`config.mk`:
```
export PLATFORM = sky130hd
export DESIGN_NAME = channel_level_meter_peak_hold
export DESIGN_NICKNAME = d
export VERILOG_FILES = /design/src/design/clm_pkg.sv /design/src/design/clm_ram.sv /design/src/design/clm_update.sv /design/src/design/channel_level_meter_peak_hold.sv
export VERILOG_INCLUDE_DIRS = /design/src /design/src/design
export SDC_FILE = /design/constraint.sdc
export NUM_CORES = 1
export LEC_CHECK = 0
export BUFFER_PORTS_ARGS = -buffer_cell sky130_fd_sc_hd__buf_2
export CAP_MARGIN = 15
export CORE_ASPECT_RATIO = 2
export CORE_MARGIN = 2
export CORE_UTILIZATION = 42
export CTS_CLUSTER_SIZE = 40
export DETAILED_ROUTE_END_ITERATION = 7
export HOLD_SLACK_MARGIN = 0.02
export SLEW_MARGIN = 25
export SYNTH_ARGS = -nofsm -noshare
export SYNTH_HDL_FRONTEND = slang
export SYNTH_HIERARCHICAL = 1
export SYNTH_SLANG_ARGS = --single-unit
```
`constraint.sdc`:
```
create_clock -name clk -period 16.1 [get_ports clk]
set_input_delay 2.415 -clock clk [delete_from_list [all_inputs] [get_ports clk]]
set_output_delay 2.415 -clock clk [all_outputs]
set_load 0.01 [all_outputs]
```
`src/design/channel_level_meter_peak_hold_macros.svh`:
```
// Assertion macros for the channel level meter with peak hold.
`ifndef CHANNEL_LEVEL_METER_PEAK_HOLD_MACROS_SVH
`define CHANNEL_LEVEL_METER_PEAK_HOLD_MACROS_SVH

`ifndef SYNTHESIS

// Same-cycle implication, checked on the rising edge of clk outside reset.
`define CLM_ASSERT_IMP(label, ante, cons, msg) \
    label: assert property (@(posedge clk) disable iff (!rst_n) (ante) |-> (cons)) \
        else $error(msg);

// Next-cycle implication, checked on the rising edge of clk outside reset.
`define CLM_ASSERT_NEXT(label, ante, cons, msg) \
    label: assert property (@(posedge clk) disable iff (!rst_n) (ante) |=> (cons)) \
        else $error(msg);

`else

`define CLM_ASSERT_IMP(label, ante, cons, msg)
`define CLM_ASSERT_NEXT(label, ante, cons, msg)

`endif

`endif

```
`src/design/clm_pkg.sv`:
```
// Shared types and constants for the channel level meter with peak hold.
package clm_pkg;

    localparam int CHANNELS  = 16;
    localparam int ADDR_W    = (CHANNELS > 1) ? $clog2(CHANNELS) : 1;
    localparam int CH_W      = 4;
    localparam int VEL_W     = 7;
    localparam int LEVEL_W   = 15;
    localparam int HOLD_W    = 8;
    localparam int FRAC_W    = 8;
    localparam int CFG_IDX_W = 2;

    localparam logic [LEVEL_W-1:0] BAR_FALLOFF_RST  = 15'd1024;
    localparam logic [LEVEL_W-1:0] PEAK_FALLOFF_RST = 15'd256;
    localparam logic [HOLD_W-1:0]  PEAK_HOLD_RST    = 8'd100;

    typedef enum logic [CFG_IDX_W-1:0] {
        REG_BAR_FALLOFF  = 2'd0,
        REG_PEAK_FALLOFF = 2'd1,
        REG_PEAK_HOLD    = 2'd2
    } cfg_reg_t;

    typedef struct packed {
        logic [LEVEL_W-1:0] bar;
        logic [LEVEL_W-1:0] peak;
        logic [HOLD_W-1:0]  hold;
    } entry_t;

    localparam int ENTRY_W = $bits(entry_t);

    typedef struct packed {
        logic [LEVEL_W-1:0] bar_falloff;
        logic [LEVEL_W-1:0] peak_falloff;
        logic [HOLD_W-1:0]  peak_hold_frames;
    } cfg_t;

endpackage

```
`src/design/clm_ram.sv`:
```
// Generic single-write, single-read RAM with a registered read port.
module clm_ram #(
    parameter int WIDTH = 8,
    parameter int DEPTH = 16
) (
    input  logic                                   clk,
    input  logic                                   we,
    input  logic [((DEPTH > 1) ? $clog2(DEPTH) : 1)-1:0] waddr,
    input  logic [WIDTH-1:0]                       wdata,
    input  logic                                   re,
    input  logic [((DEPTH > 1) ? $clog2(DEPTH) : 1)-1:0] raddr,
    output logic [WIDTH-1:0]                       rdata
);

    logic [WIDTH-1:0] mem [DEPTH];

    always_ff @(posedge clk)
    begin
        if (we)
        begin
            mem[waddr] <= wdata;
        end
        if (re)
        begin
            rdata <= mem[raddr];
        end
    end

endmodule

```
`src/design/clm_update.sv`:
```
// Per-frame bar and peak update for one channel entry.
module clm_update (
    input  clm_pkg::cfg_t                    cfg,
    input  clm_pkg::entry_t                  cur,
    input  logic [clm_pkg::VEL_W-1:0]        velocity,
    output clm_pkg::entry_t                  upd
);

    logic [clm_pkg::LEVEL_W-1:0] level;
    logic [clm_pkg::LEVEL_W-1:0] bar_new;
    logic [clm_pkg::LEVEL_W-1:0] peak_cap;
    logic [clm_pkg::HOLD_W-1:0]  hold_cap;
    logic                        capture;

    always_comb
    begin
        level = {velocity, {clm_pkg::FRAC_W{1'b0}}};

        // Jump up to the new level, or fall by the falloff floored at zero.
        if (level >= cur.bar)
        begin
            bar_new = level;
        end
        else if (cur.bar > cfg.bar_falloff)
        begin
            bar_new = cur.bar - cfg.bar_falloff;
        end
        else
        begin
            bar_new = '0;
        end

        capture  = (bar_new >= cur.peak);
        peak_cap = capture ? bar_new : cur.peak;
        hold_cap = capture ? cfg.peak_hold_frames : cur.hold;

        upd.bar  = bar_new;
        upd.peak = peak_cap;
        upd.hold = hold_cap;

        // Decay once the hold runs out; otherwise count the hold down.
        if (hold_cap == '0)
        begin
            if (peak_cap > cfg.peak_falloff)
            begin
                upd.peak = peak_cap - cfg.peak_falloff;
            end
            else
            begin
                upd.peak = '0;
            end
        end
        else
        begin
            upd.hold = hold_cap - 1'b1;
        end
    end

endmodule

```
`src/design/channel_level_meter_peak_hold.sv`:
```
// Top level of the per-channel bar meter with peak hold.
//
//  channel  | handshake                 | payload
//  ---------+---------------------------+-----------------------------------
//  item     | item_valid/item_stall     | channel, velocity
//  result   | result_valid/result_stall | channel_out, bar_level, peak_level
//  config   | cfg_valid/cfg_ready       | cfg_index, cfg_data
//
// One item per cycle while the result side is not stalled; each result is registered
// after its beat is taken: the state RAM read and the stage registers load at the
// accept edge, and the update lands in the result register when the stage advances.
// The last RAM write is kept in a bypass register, so back-to-back beats on the same
// channel see fresh state. Per-channel valid flops clear the state at reset, with no
// clearing pass. A stalled result holds the update stage and the item side.
module channel_level_meter_peak_hold (
    input  logic                               clk,
    input  logic                               rst_n,
    input  logic                               item_valid,
    output logic                               item_stall,
    input  logic [clm_pkg::CH_W-1:0]           channel,
    input  logic [clm_pkg::VEL_W-1:0]          velocity,
    output logic                               result_valid,
    input  logic                               result_stall,
    output logic [clm_pkg::CH_W-1:0]           channel_out,
    output logic [clm_pkg::LEVEL_W-1:0]        bar_level,
    output logic [clm_pkg::LEVEL_W-1:0]        peak_level,
    input  logic                               cfg_valid,
    output logic                               cfg_ready,
    input  logic [clm_pkg::CFG_IDX_W-1:0]      cfg_index,
    input  logic [clm_pkg::LEVEL_W-1:0]        cfg_data
);

    `include "channel_level_meter_peak_hold_macros.svh"

    clm_pkg::cfg_t   cfg_reg;
    clm_pkg::cfg_t   cfg_next;

    logic            accept;
    logic            advance;

    logic                        s1_valid_reg;
    logic                        s1_valid_next;
    logic [clm_pkg::CH_W-1:0]    s1_ch_reg;
    logic [clm_pkg::VEL_W-1:0]   s1_vel_reg;
    logic                        s1_seen_reg;
    logic                        s1_inrange_reg;

    logic [clm_pkg::CHANNELS-1:0] seen_reg;
    logic [clm_pkg::CHANNELS-1:0] seen_next;

    logic                        fwd_valid_reg;
    logic [clm_pkg::ADDR_W-1:0]  fwd_addr_reg;
    clm_pkg::entry_t             fwd_data_reg;

    logic [clm_pkg::ADDR_W-1:0]  rd_addr;
    logic [clm_pkg::ADDR_W-1:0]  s1_addr;
    logic                        in_range;
    logic [clm_pkg::ENTRY_W-1:0] rd_data;
    clm_pkg::entry_t             cur;
    clm_pkg::entry_t             upd;
    logic                        wr_en;

    logic                        result_valid_reg;
    logic                        result_valid_next;
    logic [clm_pkg::CH_W-1:0]    channel_out_reg;
    logic [clm_pkg::LEVEL_W-1:0] bar_level_reg;
    logic [clm_pkg::LEVEL_W-1:0] peak_level_reg;

    // Configuration
    assign cfg_ready = 1'b1;

    always_comb
    begin
        cfg_next = cfg_reg;
        if (cfg_valid && cfg_ready)
        begin
            case (cfg_index)
                clm_pkg::REG_BAR_FALLOFF:  cfg_next.bar_falloff      = cfg_data;
                clm_pkg::REG_PEAK_FALLOFF: cfg_next.peak_falloff     = cfg_data;
                clm_pkg::REG_PEAK_HOLD:
                    cfg_next.peak_hold_frames = cfg_data[clm_pkg::HOLD_W-1:0];
                default:                   cfg_next = cfg_reg;
            endcase
        end
    end

    always_ff @(posedge clk or negedge rst_n)
    begin
        if (!rst_n)
        begin
            cfg_reg.bar_falloff      <= clm_pkg::BAR_FALLOFF_RST;
            cfg_reg.peak_falloff     <= clm_pkg::PEAK_FALLOFF_RST;
            cfg_reg.peak_hold_frames <= clm_pkg::PEAK_HOLD_RST;
        end
        else
        begin
            cfg_reg <= cfg_next;
        end
    end

    // Handshake and pipeline control
    assign advance    = s1_valid_reg && (!result_valid_reg || !result_stall);
    assign item_stall = s1_valid_reg && !advance;
    assign accept     = item_valid && !item_stall;

    assign s1_valid_next     = accept ? 1'b1 : (advance ? 1'b0 : s1_valid_reg);
    assign result_valid_next = advance ? 1'b1 : (result_valid_reg && result_stall);

    assign rd_addr  = clm_pkg::ADDR_W'(channel);
    assign in_range = (32'(channel) < clm_pkg::CHANNELS);
    assign s1_addr  = clm_pkg::ADDR_W'(s1_ch_reg);
    assign wr_en    = advance && s1_inrange_reg;

    always_comb
    begin
        seen_next = seen_reg;
        if (wr_en)
        begin
            seen_next[s1_addr] = 1'b1;
        end
    end

    // State RAM
    clm_ram #(
        .WIDTH(clm_pkg::ENTRY_W),
        .DEPTH(clm_pkg::CHANNELS)
    ) u_state_ram (
        .clk   (clk),
        .we    (wr_en),
        .waddr (s1_addr),
        .wdata (upd),
        .re    (accept),
        .raddr (rd_addr),
        .rdata (rd_data)
    );

    // Pick bypass, RAM data, or the cleared value for a never-written channel.
    always_comb
    begin
        if (fwd_valid_reg && (fwd_addr_reg == s1_addr))
        begin
            cur = fwd_data_reg;
        end
        else if (s1_seen_reg)
        begin
            cur = clm_pkg::entry_t'(rd_data);
        end
        else
        begin
            cur = '0;
        end
    end

    clm_update u_update (
        .cfg      (cfg_reg),
        .cur      (cur),
        .velocity (s1_vel_reg),
        .upd      (upd)
    );

    always_ff @(posedge clk or negedge rst_n)
    begin
        if (!rst_n)
        begin
            s1_valid_reg     <= 1'b0;
            seen_reg         <= '0;
            fwd_valid_reg    <= 1'b0;
            result_valid_reg <= 1'b0;
        end
        else
        begin
            s1_valid_reg     <= s1_valid_next;
            seen_reg         <= seen_next;
            result_valid_reg <= result_valid_next;
            if (wr_en)
            begin
                fwd_valid_reg <= 1'b1;
            end
        end
    end

    always_ff @(posedge clk)
    begin
        if (accept)
        begin
            s1_ch_reg      <= channel;
            s1_vel_reg     <= velocity;
            s1_seen_reg    <= seen_reg[rd_addr];
            s1_inrange_reg <= in_range;
        end
        if (wr_en)
        begin
            fwd_addr_reg <= s1_addr;
            fwd_data_reg <= upd;
        end
        if (advance)
        begin
            channel_out_reg <= s1_ch_reg;
            bar_level_reg   <= s1_inrange_reg ? upd.bar  : '0;
            peak_level_reg  <= s1_inrange_reg ? upd.peak : '0;
        end
    end

    assign result_valid = result_valid_reg;
    assign channel_out  = channel_out_reg;
    assign bar_level    = bar_level_reg;
    assign peak_level   = peak_level_reg;

    // Checks
    `CLM_ASSERT_NEXT(a_accept_fills_s1, accept, s1_valid_reg, "accepted beat lost")
    `CLM_ASSERT_IMP(a_write_on_advance, wr_en, advance && s1_valid_reg, "write without advance")
    `CLM_ASSERT_NEXT(a_s1_holds, item_stall, s1_valid_reg && $stable(s1_ch_reg), "stage moved")

endmodule

```
==> impl_metrics.tcl, run 1 <==
set metrics [dict create \
    setup_viol 0 \
    p_int_uw 3684 \
    fin_crit_ns 10.22 \
    grt_overflow 0 \
    synth_top_family_by_area "multiplexers" \
    synth-adder-area-share_pct 2.293 \
    ys_top_cells_by_area "edfxtp_1, mux4_2, dfrtp_1" \
    wl_per_cell_um 29.38 \
    slew_headroom_pct 27.78 \
    worst_setup_path_end_kind "flip-flop" \
    synth_top_area_cell "edfxtp_1" \
    vias_per_cell 5.815 \
    cap_violations 0 \
    cp.required_ns 16.42 \
    synthFlopType "edfxtp_1" \
    r2r_cells 28 \
    synth.ff_latch_count 757 \
    share_comb_of_total_power_pct 18.4 \
    synth_edf_count 700 \
    netlist.area_leader.share_pct 66.18 \
    grt_pass1_wl_um 121600 \
    powerDensity_mw_per_mm2 142.6 \
    ir_drop_mv 0.07368 \
    die_w_um 198.5 \
    synth_cells 1755 \
    die_h_um 392.9 \
    ios 70 \
    routed-via-count 16820 \
    synth-async-reset-ratio_pct 7.530 \
    die_area_sq_mm 0.07797 \
    hold_viol_final 0 \
    critPathMaxFanout 38 \
    largest_register_ffs 608 \
    synthMuxAreaShare_pct 14.46 \
    worstHoldStart "seen_reg[8]" \
    drt-pass1-iter-count 5 \
    wl_um 84970 \
    synth_nets 1845 \
    grt_pass1_vias 17630 \
    crit_path_max_incr_delay_ns 0.86 \
    p_leak_uw 0.01239 \
    post-route-period-util_pct 63.47 \
    synth-compound-area-share_pct 5.050 \
    synth-seq-area-share_pct 70.69 \
    whs_path_depth 1 \
    synth_warnings 6 \
    switchingPower_uw 1378 \
    cts_tree "yes" \
    synth_cell_types 77 \
    rsz0062_at_grt "false" \
    grt.total_usage_pct 22.27 \
    max_freq_mhz 97.86 \
    drc 0 \
    synthSimpleGateAreaFrac_pct 3.427 \
    power_frac_seq_pct 49.6 \
    timing.hold.ws_ns 0.4751 \
    cts_hold_buf 0 \
    io_buffers 68 \
    cts_buffers 66 \
    grt_max_degree 100 \
    htreeDepth 3 \
    ant_nets 0 \
    reg2reg_slack_ns 5.88 \
    hold_end "seen_reg[8]" \
    area_delta_synth_final_pct 11.71 \
    cts_root_buf "clkbuf_16" \
    path_class "reg2reg" \
    antenna_found_initial 0 \
    clk_latency_ns 0.63 \
    antennaDiodeCount 0 \
    crit_arrival_ns 10.54 \
    critPathSlowestCell "or4b_4" \
    finalSetupTns_ns 0 \
    row_count 142 \
    switching_share_pct 27.22 \
    r2r-end "u_state_ram/mem[8][20]" \
    worst_slew_pin_slew_ns 1.081 \
    synth_area_sq_mm 0.03176 \
    status "finished, final reports clean" \
    clock-sinks 757 \
    critPathLaunchType "flip-flop" \
    crit_top_cell "ha_1" \
    timing.rr.start "s1_addr[1]" \
    hold_class "reg2reg" \
    cts.clk_slew.worst_paths_ns 0.07 \
    clk_path_buf_depth 3 \
    synth_xor_area_share_pct 0.8548 \
    post_cts_buffers 0 \
    drt-initial-drc-count 1603 \
    core_area_sq_mm 0.07498 \
    start_util_pct 42.36 \
    cts_resized 0 \
    place_congestion 0.9342 \
    hpwlAfterDp_um 48630 \
    postSynthAreaPerCell_sq_um 18.10 \
    nets 1924 \
    drv_slew 0 \
    clock_skew_ns 0.03564 \
    clock_power_share_pct 32.0 \
    drive_above_1_share_pct 25.05 \
]
[critical path, delay by kind of cell, from the launching register on]
| kind | cells | cell delay, ns |
|---|---|---|
| DFF | 1 | 0.57 |
| muxes | 2 | 0.76 |
| buffers and inverters | 3 | 0.68 |
| adders and majority gates | 4 | 1.25 |
| and+or+nand+nor | 6 | 2.24 |
| AOI/OAI and AO/OA | 13 | 4.32 |
[placed cells by master (no fill, tap or decap), drive strengths merged, types with 4 or more instances in the layout]
| cell | n |
|---|---|
| mux2 | 53 |
| nor3 | 12 |
| dfrtp | 52 |
| nand3 | 14 |
| mux4 | 156 |
| clkbuf | 88 |
| xnor2 | 20 |
| a211oi | 10 |
| a31o | 4 |
| dfstp | 5 |
| a21oi | 28 |
| nand3b | 4 |
| o31ai | 4 |
| edfxtp | 700 |
| nor2 | 42 |
| and3 | 5 |
| o21ai | 22 |
| clkinv | 18 |
| a22o | 12 |
| o21a | 5 |
| mux2i | 46 |
| ha | 55 |
| buf | 111 |
| bufinv | 6 |
| and2 | 4 |
| a22oi | 76 |
| a21o | 11 |
| or2 | 4 |
| nand2 | 107 |
| xor2 | 11 |
| inv | 108 |
| o21bai | 15 |
| a31oi | 7 |
| nand4 | 7 |
| nand2b | 10 |
| nor2b | 8 |
[power groups by stage]
stage	logic, uW	clock network [uW]	registers (uW)
after global routing	1010	1720	2520
final	930	1620	2510
after floorplan	618	0	2530
after global placement	898	0	2550
after detailed placement	920	0	2560
after CTS	925	1650	2510
[Yosys cell counts (all sizes together), types with 4 or more instances]
cell,count
nor2,42
mux2,53
edfxtp,700
ha,55
o21bai,15
nand2,107
mux2i,46
nand3,14
nand2b,10
a211oi,10
nor3,12
xnor2,20
a31oi,7
a21oi,28
mux4,156
or2,4
buf,68
a22o,12
a22oi,76
a31o,4
dfrtp,52
dfstp,5
and2,4
nand3b,4
nand4,7
o21ai,22
clkbuf,32
o31ai,4
and3,5
o21a,5
nor2b,8
inv,104
a21o,11
xor2,11
[logic make-up (layout without fill, tap and decap cells)]
family,Yosys count,after routing
flip-flops,757,757
multiplexers,255,255
AND/OR/NAND/NOR,231,231
AO/OA/AOI/OAI,219,219
buffers and inverters,204,333
adder cells (fa/ha/maj),57,57
XOR/XNOR,31,31
other,1,1
[final cells by class]
class                      count  area, sq um
clock buffer                  88         1841
tap                         1008         1261
timing repair buffer         111        711.9
multi-input combinational    794         8493
sequential                   757        22450
fill                        6356        39500
clock inverter                30        331.6
inverter                     104        390.4
[metrics by stage]
step	util, %	instance area, sq um	cells	total power [uW]	worst slack [ns]
after detailed placement	44.37	33270	2773	3476	6.085
final	47.32	35480	2892	5061	5.881
after global placement	44.35	33250	2773	3450	6.328
after CTS	47.27	35440	2891	5093	6.019
after floorplan	-	31760	1755	3148	7.737
after global routing	47.32	35480	2892	5248	5.447
[worst max path at each step]
stage | from | endpoint | slack [ns]
2_1_floorplan | s1_addr[1] | fwd_data_reg[20] | 7.74
3_3_place_gp | s1_addr[1] | u_state_ram/mem[0][20] | 6.33
3_5_place_dp | s1_addr[1] | u_state_ram/mem[7][20] | 6.09
4_1_cts | s1_addr[1] | u_state_ram/mem[1][20] | 6.02
5_1_grt | s1_addr[1] | u_state_ram/mem[8][20] | 5.45
6_report | s1_addr[1] | u_state_ram/mem[8][20] | 5.88
[routing by layer]
metal / up-vias / part of all wire [%] / track usage [%]
met5: - / 0 / 0
met4: 0 / 4.4 / 9.905
met3: 167 / 5.2 / 3.063
met2: 588 / 52 / 39.62
met1: 8975 / 38 / 26.84
li1: 7086 / - / -
Note: power is estimated with default switching activity, not from simulation.
==> run 2: changes to the inputs <==
Clock period 16.1 ns to 8.7 ns, I/O delays scaled along.
==> run 2 against run 1 <==
Sequential cell count stayed put. Global-route usage increased by 0.077 points. Clock skew shrank 0.0026 ns. Via count increased by 0.10%. Count of clock-buffer cells in the layout shrank 19. Routed wire length up 0.52%. Worst hold slack improved by 0.0039 ns. Total power up 81%. Highest routed layer unchanged.
==> impl_metrics.tcl, run 2 (synthesis results as in run 1) <==
set metrics [dict create \
    io_buffers 68 \
    fin_crit_ns 8.401 \
    grt_max_degree 119 \
    setup_viol 0 \
    grt_pass1_vias 17650 \
    fin_area_sq_mm 0.03542 \
    vias_per_cell 5.792 \
    drv_slew 0 \
    drc 0 \
    die_area_sq_mm 0.07797 \
    cts_root_buf "clkbuf_16" \
    clk_latency_ns 0.65 \
    cts_hold_buf 0 \
    max_freq_mhz 119.0 \
    status "finished, final reports clean" \
    share_comb_of_total_power_pct 19.4 \
    cts_tree "yes" \
    cts.clk_slew.worst_paths_ns 0.07 \
    layout_common_cells "edfxtp_1, mux4_2, nand2_1" \
    cts_buffers 60 \
    grt.total_usage_pct 22.34 \
    timing.hold.ws_ns 0.4790 \
    crit_arrival_ns 8.74 \
    finalPower_uw 9152 \
    drt-pass1-iter-count 6 \
    p_int_uw 6605 \
    cp.required_ns 9.04 \
    nets 1939 \
    worst_setup_path_end_kind "flip-flop" \
    slew_headroom_pct 26.17 \
    place_congestion 0.9070 \
    drt-initial-drc-count 1379 \
    drive_above_1_share_pct 26.55 \
    routed-via-count 16830 \
    path_class "reg2reg" \
    row_count 142 \
    power_frac_seq_pct 50.8 \
    htreeDepth 2 \
    critPathSlowestCell "or4b_4" \
    clock-sinks 757 \
    antenna_found_initial 0 \
    start_util_pct 42.36 \
    worst_slew_pin_slew_ns 1.104 \
    antennaDiodeCount 0 \
    grt_overflow 0 \
    wl_um 85410 \
    critPathLaunchType "flip-flop" \
    ant_nets 0 \
    critical_path.top_delay_family "compound AO/OA/AOI/OAI gates" \
    switchingPower_uw 2547 \
    die_h_um 392.9 \
    p_leak_uw 0.01239 \
    placed_area_sq_mm 0.03342 \
    powerDensity_mw_per_mm2 258.4 \
    layout.cells.most_common "edfxtp_1" \
    clock_power_share_pct 29.8 \
    switching_share_pct 27.83 \
    core_area_sq_mm 0.07498 \
    largest_register_ffs 608 \
    rsz0062_at_grt "false" \
    critPathMaxFanout 17 \
    wl_per_cell_um 29.39 \
    cp_num_buf_inv 3 \
    ir_drop_mv 0.1887 \
    hold_class "reg2reg" \
    cap_violations 0 \
    clock_skew_ns 0.03304 \
    clk_path_buf_depth 3 \
    post-route-period-util_pct 96.56 \
    grt_pass1_wl_um 123300 \
    ios 70 \
    crit_path_max_incr_delay_ns 0.66 \
    hold_viol_final 0 \
    die_w_um 198.5 \
    area_delta_synth_final_pct 11.53 \
    hpwlAfterDp_um 49330 \
]
[run 2: power groups by stage]
stage                     Clock, uW  Combinational (uW)  Sequential (uW)
final                          2730                1780             4650
after global routing           2900                1920             4670
after CTS                      2780                1750             4650
after detailed placement          0                1740             4730
after global placement            0                1700             4720
after floorplan                   0                1140             4680
[run 2: metrics by stage]
step | utilization [%] | setup slack [ns] | setup TNS [ns] | instances
3_5_place_dp | 44.58 | -0.2738 | -49.12 | 2792
6_report | 47.25 | 0.2994 | 0 | 2906
4_1_cts | 47.17 | 0.07361 | 0 | 2903
3_3_place_gp | 44.56 | -0.003075 | -0.09483 | 2792
5_1_grt | 47.25 | 0.02821 | 0 | 2906
2_1_floorplan | - | 0.3371 | 0 | 1755
[run 2: worst paths after layout]
path,depth (start not counted),slack [ns],end,start
max reg2reg,29,0.30,u_state_ram/mem[8][11],channel_out[1]
min,1,0.48,seen_reg[13],seen_reg[13]
max in group asynchronous,2,7.25,cfg_reg[31],rst_n
min reg2reg,1,0.48,seen_reg[13],seen_reg[13]
min in group asynchronous,2,0.82,seen_reg[12],rst_n
max,29,0.30,u_state_ram/mem[8][11],channel_out[1]
[run 2: what timing repair did]
item | CTS | global route
gates resized for setup | 3 | 17
buffers inserted | 0 | 3
pin swaps | 0 | 2
endpoints found under the setup margin | 221 | 255
[run 2: layout make-up]
class,instances,area (sq um)
inverter,104,390.4
sequential,757,22450
clock buffer,69,1556
tap,1008,1261
timing repair buffer,132,865.8
multi-input combinational,794,8521
fill,6422,39550
clock inverter,42,376.6
[run 2: layer usage]
| metal | vias to the layer above | part of all wire, % | GRT usage (%) |
|---|---|---|---|
| li1 | 7114 | - | - |
| met1 | 8956 | 38 | 27.50 |
| met2 | 596 | 53 | 40.35 |
| met3 | 167 | 4.6 | 2.062 |
| met4 | 0 | 4.2 | 8.982 |
| met5 | - | 0 | 0 |
==> run 3: changes to the inputs <==
Clock period 8.7 ns to 7.5 ns, I/O delays scaled along.
==> run 3 against run 2 <==
Clock power increased by 30%. Fmax increased by 14%. First-iteration DRC count increased by 7.4%. Count of clock-buffer cells in the layout increased by 15. Global-route usage about the same. Critical endpoint is now u_state_ram/mem[8][22]. Total power increased by 30%. Via count increased by 3.9%. Setup slack got worse by 0.18 ns. Die area unchanged. Core utilization increased by 2.9 points. Sequential cell count unchanged.
==> impl_metrics.tcl, run 3 (synthesis results as in run 1) <==
set metrics [dict create \
    nets 2078 \
    powerDensity_mw_per_mm2 315.3 \
    hold_viol_final 0 \
    fin_cells 3043 \
    ios 70 \
    crit_path_max_incr_delay_ns 0.65 \
    grt_pass1_wl_um 123000 \
    setup_viol 0 \
    largest_register_ffs 608 \
    dp_cells 2895 \
    clk_path_buf_depth 3 \
    cts_root_buf "clkbuf_16" \
    clk_latency_ns 0.63 \
    slew_headroom_pct 24.33 \
    grt_max_degree 122 \
    clock-sinks 757 \
    clock_skew_ns 0.02630 \
    drt-pass1-iter-count 8 \
    cp.required_ns 7.85 \
    fin_area_sq_mm 0.03761 \
    worst_slew_pin_slew_ns 1.135 \
    crit_arrival_ns 7.73 \
    cap_violations 0 \
    hold_class "reg2reg" \
    critPathSlowestCell "or4b_4" \
    drt-initial-drc-count 1481 \
    cts_tree "yes" \
    place_congestion 0.9010 \
    path_class "reg2reg" \
    post-route-period-util_pct 98.41 \
    rsz0062_at_grt "true" \
    status "finished, final reports clean" \
    ir_drop_mv 0.1745 \
    start_util_pct 42.36 \
    row_count 142 \
    hpwlAfterDp_um 50060 \
    drv_slew 0 \
    antennaDiodeCount 0 \
    drc 0 \
    grt_pass1_vias 18160 \
    cts.clk_slew.worst_paths_ns 0.07 \
    critPathMaxFanout 15 \
    wl_um 87720 \
    placed_area_sq_mm 0.03445 \
    fin_crit_ns 7.380 \
    core_area_sq_mm 0.07498 \
    antenna_found_initial 0 \
    ant_nets 0 \
    worst_setup_path_end_kind "flip-flop" \
    htreeDepth 3 \
    io_buffers 68 \
    p_leak_uw 0.01336 \
    routed-via-count 17490 \
    vias_per_cell 5.747 \
    layout.cells.most_common "edfxtp_1" \
    area_delta_synth_final_pct 18.42 \
    die_w_um 198.5 \
    grt_overflow 0 \
    layout_common_cells "edfxtp_1, buf_4, mux4_2" \
    drive_above_1_share_pct 35.04 \
    wl_per_cell_um 28.83 \
    cts_buffers 66 \
    cts_hold_buf 0 \
    die_area_sq_mm 0.07797 \
    max_freq_mhz 135.5 \
    critPathLaunchType "flip-flop" \
    grt.total_usage_pct 22.33 \
    die_h_um 392.9 \
]
==> run 3: cell types whose count changed in the layout (fill, tap and decap cells not counted), sizes merged <==
cell      previous run  this run
a22o                12        27
buf                132       250
bufinv               5         8
clkbuf              69        84
clkinv              31        15
clkinvlp             5         4
inv                105       108
==> run 3: metrics by stage <==
step | hold slack (ns) | util (%) | TNS (ns) | power (uW) | worst slack (ns)
floorplan | 0.4324 | - | 0 | 6859 | 0.008017
global placement | 0.4445 | 45.94 | -34.24 | 7924 | -0.1713
detailed placement | 0.4621 | 45.94 | -30.67 | 7973 | -0.1537
CTS | 0.4811 | 49.11 | 0 | 11560 | 0.008250
global route | 0.4967 | 50.16 | -31.76 | 12280 | -0.1774
finish | 0.4808 | 50.16 | 0 | 11860 | 0.1195
==> run 3: worst paths after layout <==
kind                       slack, ns  cells after the start   startpoint                endpoint
min in group asynchronous       0.71                      2        rst_n              cfg_reg[0]
max                             0.12                     29   s1_addr[1]  u_state_ram/mem[8][22]
max in group asynchronous       6.22                      2        rst_n             cfg_reg[32]
min                             0.48                      1  seen_reg[3]             seen_reg[3]
max reg2reg                     0.12                     29   s1_addr[1]  u_state_ram/mem[8][22]
min reg2reg                     0.48                      1  seen_reg[3]             seen_reg[3]
==> run 3: report_power, final <==
part | internal [uW] | switching (uW)
registers | 5290 | 112
logic | 1240 | 1680
clock network | 2020 | 1520
total | 8550 | 3310
==> run 3: final cells by class <==
type | instances | area, sq um
clock inverter | 31 | 386.6
tap | 1008 | 1261
fill | 6191 | 37370
timing repair buffer | 250 | 1901
inverter | 104 | 390.4
clock buffer | 84 | 1833
multi-input combinational | 809 | 9387
sequential | 757 | 22450
==> run 3: routing by layer <==
layer	share of wire, %	global-route usage [%]
met5	0	0
met4	3.2	8.155
met3	4.9	2.960
met2	53	39.85
met1	39	27.67
==> run 3: critical path: cells and delay by family, from the launching register on <==
| kind | cells | cell delay, ns |
|---|---|---|
| AOI/OAI and AO/OA | 14 | 3.46 |
| buffers and inverters | 5 | 0.79 |
| and+or+nand+nor | 5 | 1.21 |
| DFF | 1 | 0.37 |
| adders and majority gates | 3 | 0.73 |
| muxes | 2 | 0.52 |
==> run 3: what timing repair did <==
item	in CTS	in global routing
setup endpoints to repair	255	272
buffers inserted	9	11
hold endpoints to repair	0	0
gates resized for setup	19	97
gates cloned	1	15
pin swaps	1	39
